File: src/rtl/core/tcw_pkg.sv
// Shared types, geometry constants and register codes for the text console writer.
// Depends on nothing; every other file of the block but tcw_ram imports it.
package tcw_pkg;

  // Screen geometry.
  localparam int COLUMNS = 80;
  localparam int ROWS    = 25;
  localparam int CELLS   = ROWS * COLUMNS;

  localparam int COL_W  = $clog2(COLUMNS);
  localparam int ROW_W  = $clog2(ROWS);
  localparam int CELL_W = $clog2(CELLS);

  // Fixed widths of the transfer fields.
  localparam int CHAR_W     = 8;
  localparam int ATTR_W     = 8;
  localparam int IN_ROW_W   = 5;
  localparam int IN_COL_W   = 7;
  localparam int FUNC_W     = 2;
  localparam int CURSOR_W   = 11;
  localparam int CELL_DATA_W = CHAR_W + ATTR_W;

  localparam int IN_TDATA_W  = 32;
  localparam int OUT_TDATA_W = 32;

  // Character codes.
  localparam logic [CHAR_W-1:0] NEWLINE_CODE = 8'd10;
  localparam logic [CHAR_W-1:0] BLANK_CODE   = 8'd32;
  localparam logic [ATTR_W-1:0] RESET_ATTR   = 8'd15;

  // Configuration port.
  localparam int APB_ADDR_W = 3;
  localparam int APB_DATA_W = 32;
  localparam logic [APB_ADDR_W-3:0] REG_DEFAULT_ATTR = 1'b0;

  // Command queue between the front and the back.
  localparam int QUEUE_DEPTH = 2;
  localparam int QPTR_W      = $clog2(QUEUE_DEPTH);
  localparam int QCNT_W      = $clog2(QUEUE_DEPTH + 1);

  // Function codes as they arrive on the stream.
  localparam logic [FUNC_W-1:0] FUNC_PUT_CURSOR = 2'd0;
  localparam logic [FUNC_W-1:0] FUNC_PUT_AT     = 2'd1;
  localparam logic [FUNC_W-1:0] FUNC_READ       = 2'd2;
  localparam logic [FUNC_W-1:0] FUNC_CLEAR      = 2'd3;

  typedef enum logic [1:0] {
    CMD_PUT_CURSOR = 2'd0,
    CMD_PUT_AT     = 2'd1,
    CMD_READ       = 2'd2,
    CMD_CLEAR      = 2'd3
  } cmd_kind_e;

  // A classified command as it sits in the queue.
  typedef struct packed {
    cmd_kind_e           kind;
    logic                newline;
    logic [CHAR_W-1:0]   character;
    logic [ATTR_W-1:0]   attribute;
    logic [ROW_W-1:0]    row;
    logic [COL_W-1:0]    column;
  } cmd_t;

  // One result item, packed with the cursor index in the lowest bits.
  typedef struct packed {
    logic                scrolled;
    logic [ATTR_W-1:0]   read_attribute;
    logic [CHAR_W-1:0]   read_character;
    logic [CURSOR_W-1:0] cursor_index;
  } res_t;

endpackage

File: src/rtl/core/tcw_front.sv
// Front end: takes stream transfers, saturates the position, resolves the default attribute and classifies the command.
// Depends on tcw_pkg.
module tcw_front import tcw_pkg::*; (
  input  logic                  s_tvalid_i,
  output logic                  s_tready_o,
  input  logic [IN_TDATA_W-1:0] s_tdata_i,
  input  logic [FUNC_W-1:0]     s_tuser_i,
  input  logic                  hold_i,
  input  logic [ATTR_W-1:0]     default_attr_i,
  output logic                  cmd_valid_o,
  output cmd_t                  cmd_o,
  input  logic                  cmd_ready_i
);

  logic [CHAR_W-1:0]   in_char;
  logic [ATTR_W-1:0]   in_attr;
  logic [IN_ROW_W-1:0] in_row;
  logic [IN_COL_W-1:0] in_col;

  assign in_char = s_tdata_i[CHAR_W-1:0];
  assign in_attr = s_tdata_i[CHAR_W+ATTR_W-1:CHAR_W];
  assign in_row  = s_tdata_i[CHAR_W+ATTR_W+IN_ROW_W-1:CHAR_W+ATTR_W];
  assign in_col  = s_tdata_i[CHAR_W+ATTR_W+IN_ROW_W+IN_COL_W-1:CHAR_W+ATTR_W+IN_ROW_W];

  always_comb begin
    unique case (s_tuser_i)
      FUNC_PUT_CURSOR: cmd_o.kind = CMD_PUT_CURSOR;
      FUNC_PUT_AT:     cmd_o.kind = CMD_PUT_AT;
      FUNC_READ:       cmd_o.kind = CMD_READ;
      FUNC_CLEAR:      cmd_o.kind = CMD_CLEAR;
      default:         cmd_o.kind = CMD_CLEAR;
    endcase
    cmd_o.newline   = (in_char == NEWLINE_CODE);
    cmd_o.character = in_char;
    // A zero attribute selects the configured default.
    cmd_o.attribute = (in_attr == '0) ? default_attr_i : in_attr;
    // Positions beyond the screen clamp to the last row or column.
    cmd_o.row    = (int'(in_row) >= ROWS) ? ROW_W'(ROWS - 1) : ROW_W'(in_row);
    cmd_o.column = (int'(in_col) >= COLUMNS) ? COL_W'(COLUMNS - 1) : COL_W'(in_col);
  end

  assign cmd_valid_o = s_tvalid_i & ~hold_i;
  assign s_tready_o  = cmd_ready_i & ~hold_i;

endmodule

File: config.mk
export PLATFORM = sky130hd
export DESIGN_NAME = tcw_front
export DESIGN_NICKNAME = d
export VERILOG_FILES = /design/src/rtl/core/tcw_pkg.sv /design/src/rtl/core/tcw_front.sv
export SDC_FILE = /design/constraint.sdc
export NUM_CORES = 1
export LEC_CHECK = 0
export BUFFER_PORTS_ARGS = -buffer_cell sky130_fd_sc_hd__clkbuf_2
export CORE_AREA = 2 2 43 45
export DETAILED_ROUTE_END_ITERATION = 6
export DIE_AREA = 0 0 45 47
export GPL_TIMING_DRIVEN = 0
export PLACE_DENSITY = 0.89
export SETUP_SLACK_MARGIN = 0.5
export SKIP_LAST_GASP = 1
export SLEW_MARGIN = 15
export SYNTH_ARGS = -nofsm -noshare
export SYNTH_HDL_FRONTEND = slang
export SYNTH_SLANG_ARGS = --single-unit
File: constraint.sdc
create_clock -name vclk -period 0.8
set_clock_uncertainty 0.05 [all_clocks]
set_input_delay 0.04 -clock vclk [all_inputs]
set_output_delay 0.04 -clock vclk [all_outputs]
set_load 0.02 [all_outputs]
* Word level (Yosys, flattened, before mapping)
Index checks and enable logic that the tools add are counted.
** Storage, ports and cells
- Input bits :: 45
- Register bits :: 0
** Cells by class
- Bitwise gates (word level) :: 3
- Equal/unequal tests :: 4
- Reductions and logical operators :: 2
- Mux-type cells :: 4
- Magnitude comparators :: 2
** Operator list (number)
- equality test 8 x 4 -> 1 bit (second input constant) :: 1
- zero test 8 bit :: 1
- 2-to-1 mux 8 bit :: 1
- one-hot mux 2 bit (4 select lines) :: 1
- greater-or-equal comparator 7 bit (second input constant) :: 1
- 2-to-1 mux 7 bit :: 1
- greater-or-equal comparator 5 bit (second input constant) :: 1
- 2-to-1 mux 5 bit :: 1
- equality test 2 bit (second input constant) :: 2
- bitwise AND 1 bit :: 2
- equality test 2 x 1 -> 1 bit (second input constant) :: 1
- zero test 2 bit :: 1
- NOT 1 bit :: 1

* Depth between registers and ports, before layout
- Depth in word-level cells :: 2
- Mapped depth :: 2

* Least setup slack after synthesis
No wires, ideal clock.
- Path type :: input to output
- From :: input s_tdata_i[5]
- To :: output cmd_o[28] (netlist bit)
- Stages :: 2
- Path slack :: -149 ps
- Data arrival time :: 859 ps
- Data required time :: 710 ps
- Path through :: or4_1 > nor2_1
** RTL lines
- from (decl) :: line tcw_front.sv:6 : input logic [IN_TDATA_W-1:0] s_tdata_i,
- to (decl) :: line tcw_front.sv:11 : output cmd_t cmd_o,

==> results.md <==
- Post-Synth Simple-Gate Area: 44.0%
- Area Overhead vs Synth: 322%
- Final std cells w/o fill: roughly 150
- Required @ worst endpoint: 710 ps
- Post-synthesis instance area: ~350 µm²
- Initial Util: between 20% and 30%
- Seq pwr share: 0%
- Drt wl/cell: about 19 µm
- Crit start category: input pin
- Cell taking the most area after synthesis: a41o_1
- Max-Cap Viols: 0
- Internal power: 0.546 mW
- DPL Wire Length: around 1.4 mm
- Number of antenna diodes: 0
- Post-layout nets: 177
- Post-Syn Nets: 96
- All-Layer GR Usage: approximately 23%
- Synth warn: 0
- Crit-path max FO: 2
- Unrepaired setup endpoints after global routing: yes
- NetSw: 0.355 mW
- Register area: 0 µm²
- Post-synthesis mux area share: 0%
- Vias in the first global route: 740
- Worst Hold Class: in -> out
- Die area: 0.00212 mm²
- Post-Place Cells: 140
- Area occupied by multi-input gates: 344 µm²
- DR pass1 iterations: 3
- Xor/xnor cell area share of the yosys netlist: 0%
- Routed Antenna Nets: 0
- Outcome: complete, but fails checks
- Post-Synth Adder-Cell Area: 0%
- Routability cong.: around 0.63
- Share of cells above drive strength 1: between 80% and 90%
- Max_slew headroom: 78.8%
- Sequential cells: 0
- Logic pwr share: 100.0%
- WP data arrival: between 900 and 1000 ps
- Yosys top cell area share: 23.1%
- Slew Limit Fails: 0
- Sw frac: around two fifths
- Via count: 700
- Sequential share of the synthesized area: 0%
- Synth Area in Compound Gates: between 20 and 25%
- Power after layout: 0.901 mW
- Pre-CTS WS: -230 ps
- Final setup vio count: 9
- Final setup margin: -242 ps
- Period minus WS final: 1040 ps
- I/O pin total: 78
- DR DRC count: 0
- Die H: 47 µm
- Largest cells by area after synthesis: a41o_1 (23%), buf_4 (17%), nor4_4 (12%)
- Gr ovfl total: 0
- # fillers: 80
- Synthesized instance count: 51
- Syn avg cell area: a little under 7 µm²
- Cell Rows: 15
- Peak supply drop: approximately 0.37 mV
- CP max stage cell: or4_4
- Largest family of logic cells by synthesized area: simple AND/OR/NAND/NOR gates
- Yosys cell types: 13
- PortBufs: a little over 70
- Leakage power: between 0.7 and 0.8 nW
- CP Capture Type: output port
- Final Hold Viols: 0
- Failing checks: negative setup slack
- P per Cell Area: around 620 mW/mm²
- Fmax: 0.960 GHz
- Worst path cell trace: buf_6, or4_4, nor2_4, buf_8
- Setup CP Type: in -> out
- Number of clock buffers in the layout: 0
- First-pass GRT wire length: between 3 and 4 mm
- Starting DRT DRC Count: 7
- Final period utilization: 130%
- Initial antenna violation count: 0
- Max incr delay on CP: 550 ps
- Die width: about 45 µm
- Core area: around 0.0017 mm²
- Clock Power Share: 0%
- Final wirelength: between 2 and 3 mm
- CTS Hold Bufs: 0
- Largest net degree at the start of global routing: 5
- Via/cell ratio: 4.76
- Worst-Margin Slew: between 300 and 400 ps
- Util after Layout: 88.5%
## placed cells by master (no fill, tap or decap)
master / synthesis / final
buf_6: 0 / 32
nor2_4: 0 / 1
nor4_4: 2 / 2
clkbuf_16: 0 / 3
or4_4: 0 / 1
buf_12: 0 / 1
clkbuf_2: 0 / 19
inv_1: 8 / 8
buf_8: 0 / 30
clkbuf_8: 0 / 2
a41o_1: 8 / 8
nand4bb_1: 1 / 1
and2_4: 0 / 3
o21ai_4: 0 / 1
nor2b_4: 0 / 4
nor2_1: 5 / 4
nand2_8: 0 / 1
nand2b_4: 0 / 4
buf_4: 8 / 5
## per-stage QoR
step,TNS (ps),cell area (µm²),hold slack [ps]
2_1_floorplan,-9.28,459,61.5
3_3_place_gp,-1550,841,248
3_5_place_dp,-1730,841,247
4_1_cts,-1560,1250,242
5_1_grt,-1900,1460,203
6_report,-1520,1460,196
## what timing repair did
action                     4_1_cts  5_1_grt
setup endpoints to repair       33       33
pin swaps                        5       14
resized for setup               71       83
setup buffers                    6        1
## cell usage after synthesis (all sizes together)
cell type	number
nand2b	4
o21ai	1
nor4	2
inv	8
nand4bb	1
nand2	1
nor2b	4
buf	8
or4	1
nor2	5
and2	3
clkbuf	5
a41o	8
## power by group through the flow
| stage | Combinational (mW) | Clock [mW] | Sequential, mW |
|---|---|---|---|
| floorplan | 0.283 | 0 | 0 |
| global placement | 0.504 | 0 | 0 |
| detailed placement | 0.516 | 0 | 0 |
| CTS | 0.724 | 0 | 0 |
| global route | 0.934 | 0 | 0 |
| finish | 0.901 | 0 | 0 |
## final timing paths
| kind | to | slack, ps | startpoint | depth (start not counted) |
|---|---|---|---|---|
| setup / recovery | cmd_o[28] | -240 | s_tdata_i[6] | 4 |
| hold / removal | cmd_o[30] | 200 | s_tuser_i[1] | 2 |
## cell families after synthesis
kind of cell | after synthesis
compound gates | 9
buf+inv | 21
simple gates | 21
## metal layers
metal | part of all wire [%] | global-route usage (%)
met1 | 33 | 20.5
met5 | 0 | 0
met2 | 57 | 54.6
met3 | 7.0 | 1.54
met4 | 2.6 | 1.18
## layout make-up
type	count	area share, %
repair buffers	79	62.9
multi-input cells	30	23.5
inverters	8	2.05
well taps	17	1.46
plain buffers	13	10.0
## worst max-delay path, delay by kind of cell
kind,cells,cell delay [ps]
buffers and inverters,2,210
AND/OR/NAND/NOR,2,690
Power figures use the tool's default switching activity.
