`config.mk`:
```
export PLATFORM = sky130hd
export DESIGN_NAME = tcw_queue
export DESIGN_NICKNAME = d
export VERILOG_FILES = /design/src/rtl/core/tcw_pkg.sv /design/src/rtl/core/tcw_queue.sv
export SDC_FILE = /design/constraint.sdc
export NUM_CORES = 1
export LEC_CHECK = 0
export ABC_AREA = 1
export BUFFER_PORTS_ARGS = -buffer_cell sky130_fd_sc_hd__buf_2
export CAP_MARGIN = 20
export CORE_MARGIN = 2
export CORE_UTILIZATION = 55
export CTS_CLUSTER_SIZE = 25
export DETAILED_ROUTE_END_ITERATION = 6
export HOLD_SLACK_MARGIN = 0.03
export PLACE_DENSITY_LB_ADDON = 0.25
export SYNTH_ARGS = -nofsm -noshare
export SYNTH_HDL_FRONTEND = slang
export SYNTH_SLANG_ARGS = --single-unit
```
`constraint.sdc`:
```
create_clock -name clk_i -period 3.9 [get_ports clk_i]
set_input_delay 0.195 -clock clk_i [delete_from_list [all_inputs] [get_ports clk_i]]
set_output_delay 0.195 -clock clk_i [all_outputs]
set_load 0.01 [all_outputs]
```
`src/rtl/core/tcw_pkg.sv`:
```
// Shared types, geometry constants and register codes for the text console writer.
// Depends on nothing; every other file of the block but tcw_ram imports it.
package tcw_pkg;

  // Screen geometry.
  localparam int COLUMNS = 80;
  localparam int ROWS    = 25;
  localparam int CELLS   = ROWS * COLUMNS;

  localparam int COL_W  = $clog2(COLUMNS);
  localparam int ROW_W  = $clog2(ROWS);
  localparam int CELL_W = $clog2(CELLS);

  // Fixed widths of the transfer fields.
  localparam int CHAR_W     = 8;
  localparam int ATTR_W     = 8;
  localparam int IN_ROW_W   = 5;
  localparam int IN_COL_W   = 7;
  localparam int FUNC_W     = 2;
  localparam int CURSOR_W   = 11;
  localparam int CELL_DATA_W = CHAR_W + ATTR_W;

  localparam int IN_TDATA_W  = 32;
  localparam int OUT_TDATA_W = 32;

  // Character codes.
  localparam logic [CHAR_W-1:0] NEWLINE_CODE = 8'd10;
  localparam logic [CHAR_W-1:0] BLANK_CODE   = 8'd32;
  localparam logic [ATTR_W-1:0] RESET_ATTR   = 8'd15;

  // Configuration port.
  localparam int APB_ADDR_W = 3;
  localparam int APB_DATA_W = 32;
  localparam logic [APB_ADDR_W-3:0] REG_DEFAULT_ATTR = 1'b0;

  // Command queue between the front and the back.
  localparam int QUEUE_DEPTH = 2;
  localparam int QPTR_W      = $clog2(QUEUE_DEPTH);
  localparam int QCNT_W      = $clog2(QUEUE_DEPTH + 1);

  // Function codes as they arrive on the stream.
  localparam logic [FUNC_W-1:0] FUNC_PUT_CURSOR = 2'd0;
  localparam logic [FUNC_W-1:0] FUNC_PUT_AT     = 2'd1;
  localparam logic [FUNC_W-1:0] FUNC_READ       = 2'd2;
  localparam logic [FUNC_W-1:0] FUNC_CLEAR      = 2'd3;

  typedef enum logic [1:0] {
    CMD_PUT_CURSOR = 2'd0,
    CMD_PUT_AT     = 2'd1,
    CMD_READ       = 2'd2,
    CMD_CLEAR      = 2'd3
  } cmd_kind_e;

  // A classified command as it sits in the queue.
  typedef struct packed {
    cmd_kind_e           kind;
    logic                newline;
    logic [CHAR_W-1:0]   character;
    logic [ATTR_W-1:0]   attribute;
    logic [ROW_W-1:0]    row;
    logic [COL_W-1:0]    column;
  } cmd_t;

  // One result item, packed with the cursor index in the lowest bits.
  typedef struct packed {
    logic                scrolled;
    logic [ATTR_W-1:0]   read_attribute;
    logic [CHAR_W-1:0]   read_character;
    logic [CURSOR_W-1:0] cursor_index;
  } res_t;

endpackage

```
`src/rtl/core/tcw_queue.sv`:
```
// Short command queue that decouples the front end from the cell engine.
// Depends on tcw_pkg.
module tcw_queue import tcw_pkg::*; (
  input  logic clk_i,
  input  logic rst_ni,
  input  logic push_valid_i,
  output logic push_ready_o,
  input  cmd_t push_cmd_i,
  output logic pop_valid_o,
  input  logic pop_ready_i,
  output cmd_t pop_cmd_o
);

  cmd_t              slot_q [QUEUE_DEPTH];
  logic [QPTR_W-1:0] wr_ptr_q, wr_ptr_d;
  logic [QPTR_W-1:0] rd_ptr_q, rd_ptr_d;
  logic [QCNT_W-1:0] count_q, count_d;
  logic              push, pop;

  assign push_ready_o = (count_q != QCNT_W'(QUEUE_DEPTH));
  assign pop_valid_o  = (count_q != '0);
  assign pop_cmd_o    = slot_q[rd_ptr_q];
  assign push         = push_valid_i & push_ready_o;
  assign pop          = pop_valid_o & pop_ready_i;

  always_comb begin
    wr_ptr_d = wr_ptr_q;
    rd_ptr_d = rd_ptr_q;
    count_d  = count_q;
    if (push) begin
      wr_ptr_d = (wr_ptr_q == QPTR_W'(QUEUE_DEPTH - 1)) ? '0 : wr_ptr_q + 1'b1;
    end
    if (pop) begin
      rd_ptr_d = (rd_ptr_q == QPTR_W'(QUEUE_DEPTH - 1)) ? '0 : rd_ptr_q + 1'b1;
    end
    if (push && !pop) begin
      count_d = count_q + 1'b1;
    end else if (pop && !push) begin
      count_d = count_q - 1'b1;
    end
  end

  always_ff @(posedge clk_i or negedge rst_ni) begin
    if (!rst_ni) begin
      wr_ptr_q <= '0;
      rd_ptr_q <= '0;
      count_q  <= '0;
    end else begin
      wr_ptr_q <= wr_ptr_d;
      rd_ptr_q <= rd_ptr_d;
      count_q  <= count_d;
    end
  end

  always_ff @(posedge clk_i) begin
    if (push) begin
      slot_q[wr_ptr_q] <= push_cmd_i;
    end
  end

endmodule

```
**Word level (Yosys, flattened, before mapping)**

Memories as Yosys holds them, arrays and structs flattened.
Cells that the tools add are included.

- Bits in registers: 4
- Latch bits: 0
- RAM bits: 62
- ROM bits: 0
- Input port bits: 35
- Output and inout bits: 33
- Logic and storage cells: 23
- Memories kept: 1

- Add/subtract/negate cells: 4
- $mul: 0
- Divide/modulo/power cells: 0
- $lt $le $gt $ge: 0
- Eq/ne operators: 1
- Shifts and indexed selects: 0
- Multiplexer cells: 6
- Bitwise logic cells: 2
- Reductions and logical operators: 6

Memories:

| memory | depth | bits a word | read ports | clocked after Yosys merged registers in | wr ports | line | RTL |
|---|---|---|---|---|---|---|---|
| slot_q | 2 | 31 | 1 | 0 | 1 | tcw_queue.sv:14 | `cmd_t slot_q [QUEUE_DEPTH];` |

Operator list:

| operator | number |
|---|---|
| $mux W1 | 4 |
| $mux W2 | 2 |
| $reduce_bool A2 Y1 | 2 |
| $add A1 B1 Y1 const B | 2 |
| $add A2 B1 Y2 const B | 1 |
| $and A1 B1 Y1 | 2 |
| $logic_and A1 B1 Y1 | 2 |
| $logic_not A1 Y1 | 2 |
| $ne A2 B2 Y1 const B | 1 |
| $sub A2 B1 Y2 const B | 1 |

**Longest topological paths before layout**

Gate-level depths: netlist of run 1.

- Depth after elaboration: 6
- Mapped depth: 10
- Depth with buffers taken out: 10

**Worst setup path after synthesis of run 1**

No wires, ideal clock.

- Path type: register to register
- Start point: reg count_q[0]
- End point: mem slot_q[0][0] (netlist name) (enable)
- Setup time: 0.419 ns
- Arrival time: 1.905 ns
- Required time: 3.481 ns
- Slack: 1.576 ns
- Cell stages (with the launch flop): 5
- Path buffers: 0
- Period minus slack after synthesis: 2.324 ns
- Cells stage by stage: dfrtp_1 inv_2 nand2_4 nand2_4 nor2_1

- Longest elaborated chain between the ends: 4

Ends and longest elaborated chain:

| item | line | RTL |
|---|---|---|
| from (decl) | tcw_queue.sv:17 | `logic [QCNT_W-1:0] count_q, count_d;` |
| from (signal assigned) | tcw_queue.sv:51 | `count_q <= count_d;` |
| $ne A2 B2 Y1 | tcw_queue.sv:20 | `assign push_ready_o = (count_q != QCNT_W'(QUEUE_DEPTH));` |
| via push_ready_o | tcw_queue.sv:7 | `output logic push_ready_o,` |
| $and A1 B1 Y1 | tcw_queue.sv:23 | `assign push = push_valid_i & push_ready_o;` |
| $mux W1 | tcw_queue.sv:56 | `if (push) begin` |
| $mux W1 (implied by the code) | tcw_queue.sv:57 | `slot_q[wr_ptr_q] <= push_cmd_i;` |
| to (decl) | tcw_queue.sv:14 |  |

The timed path passes the listed nets, and every way through them passes these cells.

==> flow_summary_export.csv, run 1 <==
group,metric,value,unit
job,maxCapViolations,0,
global_route,track_usage,0.178,
clock_tree,h-tree-depth,3,
cells_and_area,drive_gt1_frac,0.383,
clock_tree,clkTransAtPathRegs,80,ps
clock_tree,clock_latency,330,ps
clock_tree,holdBufCountCts,1,
synthesis,yosys.area_share.simple,0.177,
synthesis,synth_top_area_share,0.724,
synthesis,yosys_warnings,0,
route,drt-total-wl,4440,um
setup_path,start_kind,"flip-flop",
min_path,hold_path_class,"primary input to flip-flop",
place,place_ws,2160,ps
synthesis,seq_area_frac_synth,0.763,
setup_path,crit_path_max_fanout,32,
power_and_ir_drop,p_leak,1.39,nW
cells_and_area,seq_area,0.00196,sq mm
clock_tree,cts_tree,"yes",
synthesis,yosys.area_share.xor_xnor,0.00973,
route,drtIter0Drc,105,
clock_tree,cts_root_buf,"clkbuf_8",
place,hpwlAfterDp,2840,um
cells_and_area,final_nets,300,
global_route,grt_max_degree,33,
synthesis,syn_area_per_cell,13.5,sq um
run_status,status,"finished clean",
route,drt-vias-per-instance,4.91,
route,post_drt_wl_per_cell,13.8,um
floorplan,std_cell_rows,24,
synthesis,synthMuxAreaShare,0,
synthesis,synth_compound_area_frac,0,
place,port_buffers,67,
setup_path,cp.arrival,1720,ps
route,antenna_left,0,
synthesis,synth_area,0.00257,sq mm
sta,min_period_over_period,0.490,
floorplan,dieHeight,72.4,um
route,wl_met1,1760,um
route,first_pass_iters,4,
synthesis,syn_inst,191,
floorplan,die_area,0.00524,sq mm
setup_path,required,3700,ps
synthesis,synth_top_area_cell,"edfxtp_1",
synthesis,synth-seq-cells,66,
sta,finalCriticalPeriod,1910,ps
global_route,grt_pass1_wl,6760,um
sta,rsz0062_at_grt,"no",
power_and_ir_drop,power_density,775,mW/mm^2
sta,clock.fmax,523,MHz
sta,finalWorstSetupSlack,1990,ps
synthesis,synth_top_family_by_area,"simple AND/OR/NAND/NOR gates",
cells_and_area,fin_util,0.714,
sta,worstMarginPinSlew,903,ps
sta,finalSetupViolations,0,
global_route,antenna_found_initial,0,
sta,finalMaxSlewViolations,0,
place,gp_congestion,0.815,
sta,fin_setup_tns,0,ps
synthesis,ys_types,16,
route,vias,1576,
global_route,gr-total-overflow,0,
clock_tree,cts-resized-gates,0,
setup_path,crit_type,"flip-flop to primary output",
route,top_layer_used,"met4",
floorplan,die_x,72.4,um
cells_and_area,final_cells,321,
place,dp.cells,304,
synthesis,ys_top_cells_by_area,"edfxtp_1 72%, nand2_1 13%, dfrtp_1 3.9%",
clock_tree,post-cts-setup-buffer-count,0,
setup_path,worst_setup_path_end_kind,"primary output",
cells_and_area,layout-area-overhead-vs-synth,22.6,%
cells_and_area,fillerInstances,310,
cells_and_area,multiInputGateArea,508,sq um
synthesis,yosys.area_share.adder,0.00487,
floorplan,top_level_ports,68,
global_route,grt_pass1_vias,1567,
cells_and_area,antenna_cells,0,
synthesis,syn-num-nets,227,
route,drc,0,
clock_tree,cts.path.max_buffers,2,
sta,skew,8.53,ps
route,wl_met3,303,um
power_and_ir_drop,finalPower,0.00244,W
power_and_ir_drop,peakVddDrop,0.486,mV
clock_tree,clock_sinks,66,
floorplan,coreArea,0.00441,sq mm
sta,hold_viol,0,
floorplan,start_util,0.582,
route,wl_met2,2290,um
clock_tree,cts_buffers,9,
sta,relSlewSlack,0.397,
[area by class of cell]
class | count | share of cell area
Sequential cell | 66 | 0.622
Tap cell | 52 | 0.0206
Timing Repair Buffer | 69 | 0.118
Inverter | 7 | 0.0107
Clock buffer | 10 | 0.0405
Clock inverter | 6 | 0.0262
Multi-Input combinational cell | 111 | 0.161
[flip-flops by register name, indices dropped and copies added (netlist names)]
| register | count |
|---|---|
| wr_ptr_q | 1 |
| rd_ptr_q | 1 |
| count_q | 2 |
| slot_q | 62 |
[final timing paths]
path / from / end / slack, ps / cells past startpoint
max in group asynchronous: rst_ni / rd_ptr_q / 3550 / 2
worst max register to register: count_q[0] / slot_q[0][2] / 2190 / 4
worst min-delay path: push_cmd_i[22] / slot_q[1][22] / 50 / 1
worst max-delay path: rd_ptr_q / pop_cmd_o[4] / 1990 / 5
worst min register to register: count_q[0] / count_q[0] / 520 / 1
min in group asynchronous: rst_ni / count_q[0] / 230 / 2
[through the flow]
stage / area [sq um] / hold slack (ps)
after floorplan: 2570 / -101
after global placement: 2900 / 5.22
after detailed placement: 2930 / 8.04
after CTS: 3150 / 33.2
after global routing: 3150 / 36.7
final: 3150 / 46.2
[cells by family after synthesis]
group / count (synthesis)
xor gates and xnor gates: 2
adders and majority gates: 1
buffers and inverters: 14
DFF: 66
and+or+nand+nor: 108
[cell usage after synthesis]
| library cell | instances |
|---|---|
| buf_6 | 6 |
| dfrtp_1 | 4 |
| edfxtp_1 | 62 |
| xor2_2 | 1 |
| inv_2 | 2 |
| nand4_1 | 1 |
| xnor2_1 | 1 |
| nand2_4 | 2 |
| buf_8 | 1 |
| nand2_2 | 12 |
| ha_1 | 1 |
| inv_8 | 1 |
| nand2_1 | 89 |
| nor2_1 | 2 |
| nand3_1 | 2 |
| inv_1 | 4 |
[layout by cell type (no fill, tap or decap)]
cell / netlist / routed
nand2_1: 89 / 89
buf_2: 0 / 67
edfxtp_1: 62 / 62
nand2_2: 12 / 12
clkbuf_8: 0 / 9
inv_1: 4 / 4
dfrtp_1: 4 / 4
clkinv_2: 0 / 3
inv_2: 2 / 2
nand2_4: 2 / 2
nor2_4: 0 / 2
nand3_1: 2 / 2
bufinv_16: 0 / 2
inv_8: 1 / 1
xnor2_1: 1 / 1
xor2_2: 1 / 1
nand4_1: 1 / 1
ha_1: 1 / 1
clkinvlp_4: 0 / 1
clkbuf_1: 0 / 1
dlygate4sd3_1: 0 / 1
buf_16: 0 / 1
[power breakdown]
part / switching (W) / internal [W]
combinational: 0.000495 / 0.000286
sequential: 0.0000846 / 0.000974
clock: 0.000247 / 0.000357
[routing by layer]
metal,track usage,vias up
met5,0,-
li1,-,781
met2,0.310,66
met3,0.0514,10
met4,0.103,0
met1,0.195,719
[worst max-delay path: stages, from the launching register on]
cell and delay (ps):
dfrtp_1 620, buf_16 280, inv_8 190, nand2_1 80
nand2_1 80, buf_2 130
Power figures use the tool's default switching activity.
==> inputs of run 2 (changes only) <==
Settings changed: CORE_UTILIZATION 55 to 52.
Clock period 3.9 ns to 1.9 ns, I/O delays scaled along.
==> run 2 against run 1 <==
Cell count up 16%. Highest routed layer unchanged. Utilization up 1.7 points. Count of clock-buffer cells in the layout unchanged. Clock skew up 0.65 ps. Final area up 10%. Largest power group unchanged. Wire length up 7.4%. Power up 100%. Non-clock buffer count up 36. Register-to-register slack worse by 1700 ps.
==> flow_summary_export.csv, run 2 (synthesized netlist as in run 1, its figures left out) <==
group,metric,value,unit
run_status,status,"finished clean",
clock_tree,cts_buffers,9,
floorplan,die_x,74.3,um
setup_path,start_kind,"flip-flop",
clock_tree,clkTransAtPathRegs,70,ps
cells_and_area,fin_util,0.731,
floorplan,dieHeight,74.3,um
setup_path,worst_setup_path_end_kind,"primary output",
global_route,grt_pass1_wl,7190,um
clock_tree,clock_latency,330,ps
clock_tree,clock_sinks,66,
cells_and_area,layout_common_cells,"89 x nand2_1, 67 x buf_2, 62 x edfxtp_1",
sta,finalCriticalPeriod,1550,ps
cells_and_area,top_register,"slot_q",
sta,skew,9.18,ps
cells_and_area,final_cell_area,0.00347,sq mm
min_path,hold_path_class,"primary input to flip-flop",
setup_path,crit_type,"flip-flop to primary output",
power_and_ir_drop,peakVddDrop,1.02,mV
setup_path,crit_path_max_fanout,15,
global_route,track_usage,0.185,
global_route,antenna_found_initial,0,
cells_and_area,final_nets,336,
route,first_pass_iters,4,
setup_path,cp.arrival,1450,ps
cells_and_area,final_common_cell,"nand2_1",
global_route,gr-total-overflow,0,
sta,relSlewSlack,0.751,
cells_and_area,fillerInstances,316,
sta,rsz0062_at_grt,"no",
cells_and_area,seq_area,0.00196,sq mm
place,hpwlAfterDp,2800,um
cells_and_area,largest_reg_flops,62,
route,post_drt_wl_per_cell,12.8,um
cells_and_area,multiInputGateArea,508,sq um
place,place_area,0.00297,sq mm
sta,hold_viol,0,
floorplan,coreArea,0.00475,sq mm
sta,worstMarginPinSlew,373,ps
clock_tree,cts_root_buf,"clkbuf_8",
sta,finalMaxSlewViolations,0,
floorplan,start_util,0.541,
cells_and_area,drive_gt1_frac,0.344,
global_route,grt_pass1_vias,1624,
floorplan,std_cell_rows,25,
route,drc,0,
cells_and_area,layout-area-overhead-vs-synth,35.1,%
clock_tree,cts-resized-gates,0,
cells_and_area,antenna_cells,0,
power_and_ir_drop,power_density,1410,mW/mm^2
place,place_ws,485,ps
sta,finalSetupViolations,0,
floorplan,die_area,0.00552,sq mm
floorplan,top_level_ports,68,
sta,min_period_over_period,0.814,
global_route,grt_max_degree,33,
clock_tree,h-tree-depth,3,
place,port_buffers,67,
sta,finalWorstSetupSlack,353,ps
setup_path,required,1800,ps
job,maxCapViolations,0,
clock_tree,cts.path.max_buffers,2,
sta,clock.fmax,646,MHz
place,gp_congestion,0.798,
cells_and_area,largestRegisters,"slot_q x62, count_q x2",
route,antenna_left,0,
clock_tree,post-cts-setup-buffer-count,0,
power_and_ir_drop,p_leak,1.52,nW
route,drt-total-wl,4770,um
route,drt-vias-per-instance,4.56,
route,vias,1696,
route,drtIter0Drc,61,
clock_tree,cts_tree,"yes",
[run 2: what timing repair did]
action                     CTS  global route
hold buffers                32             0
setup endpoints to repair    0             0
hold endpoints to repair    66             0
[run 2: final cells by class]
class	count	share of cell area
flip-flops and latches	66	0.565
repair buffers	105	0.202
multi-input cells	111	0.146
clock buffers	10	0.0367
well taps	67	0.0241
clock inverters	6	0.0166
inverters	7	0.00973
[run 2: final timing paths]
kind                                  start             to  slack [ps]  cells after the start
worst max-delay path               rd_ptr_q  pop_cmd_o[23]         350                      4
worst min-delay path            pop_ready_i       rd_ptr_q          50                      3
worst max register to register   count_q[0]     count_q[1]         490                      9
worst min register to register   count_q[0]     count_q[0]         520                      1
max in group asynchronous            rst_ni     count_q[0]        1670                      2
min in group asynchronous            rst_ni     count_q[1]         100                      2
[run 2: critical path, cell delays in order (launching register included)]
cell and delay (ps):
dfrtp_1 570, buf_4 290, nand2_1 70, nand2_1 80, buf_2 130
[run 2: metal layers]
layer  wire [um]  part of all wire  vias up  global-route usage
met2        2620              0.55       51               0.332
met1        1930              0.40      785               0.203
met4          25            0.0052        0              0.0893
li1            -                 -      856                   -
met5           0                 0        -                   0
met3         199             0.042        4              0.0515
[run 2: where the power goes]
part | switching (W) | internal (W)
logic | 0.00107 | 0.000632
clock network | 0.000487 | 0.000595
registers | 0.000141 | 0.00199
[run 2: per-stage QoR]
stage | TNS (ps) | std cells | total power (W) | hold slack [ps]
final | 0 | 372 | 0.00491 | 53.4
after global routing | 0 | 372 | 0.00524 | 55.8
after CTS | 0 | 372 | 0.00495 | 49.1
after detailed placement | 0 | 324 | 0.00383 | -91.4
after global placement | 0 | 324 | 0.00379 | -91.2
after floorplan | -26310 | 191 | 0.00330 | -201
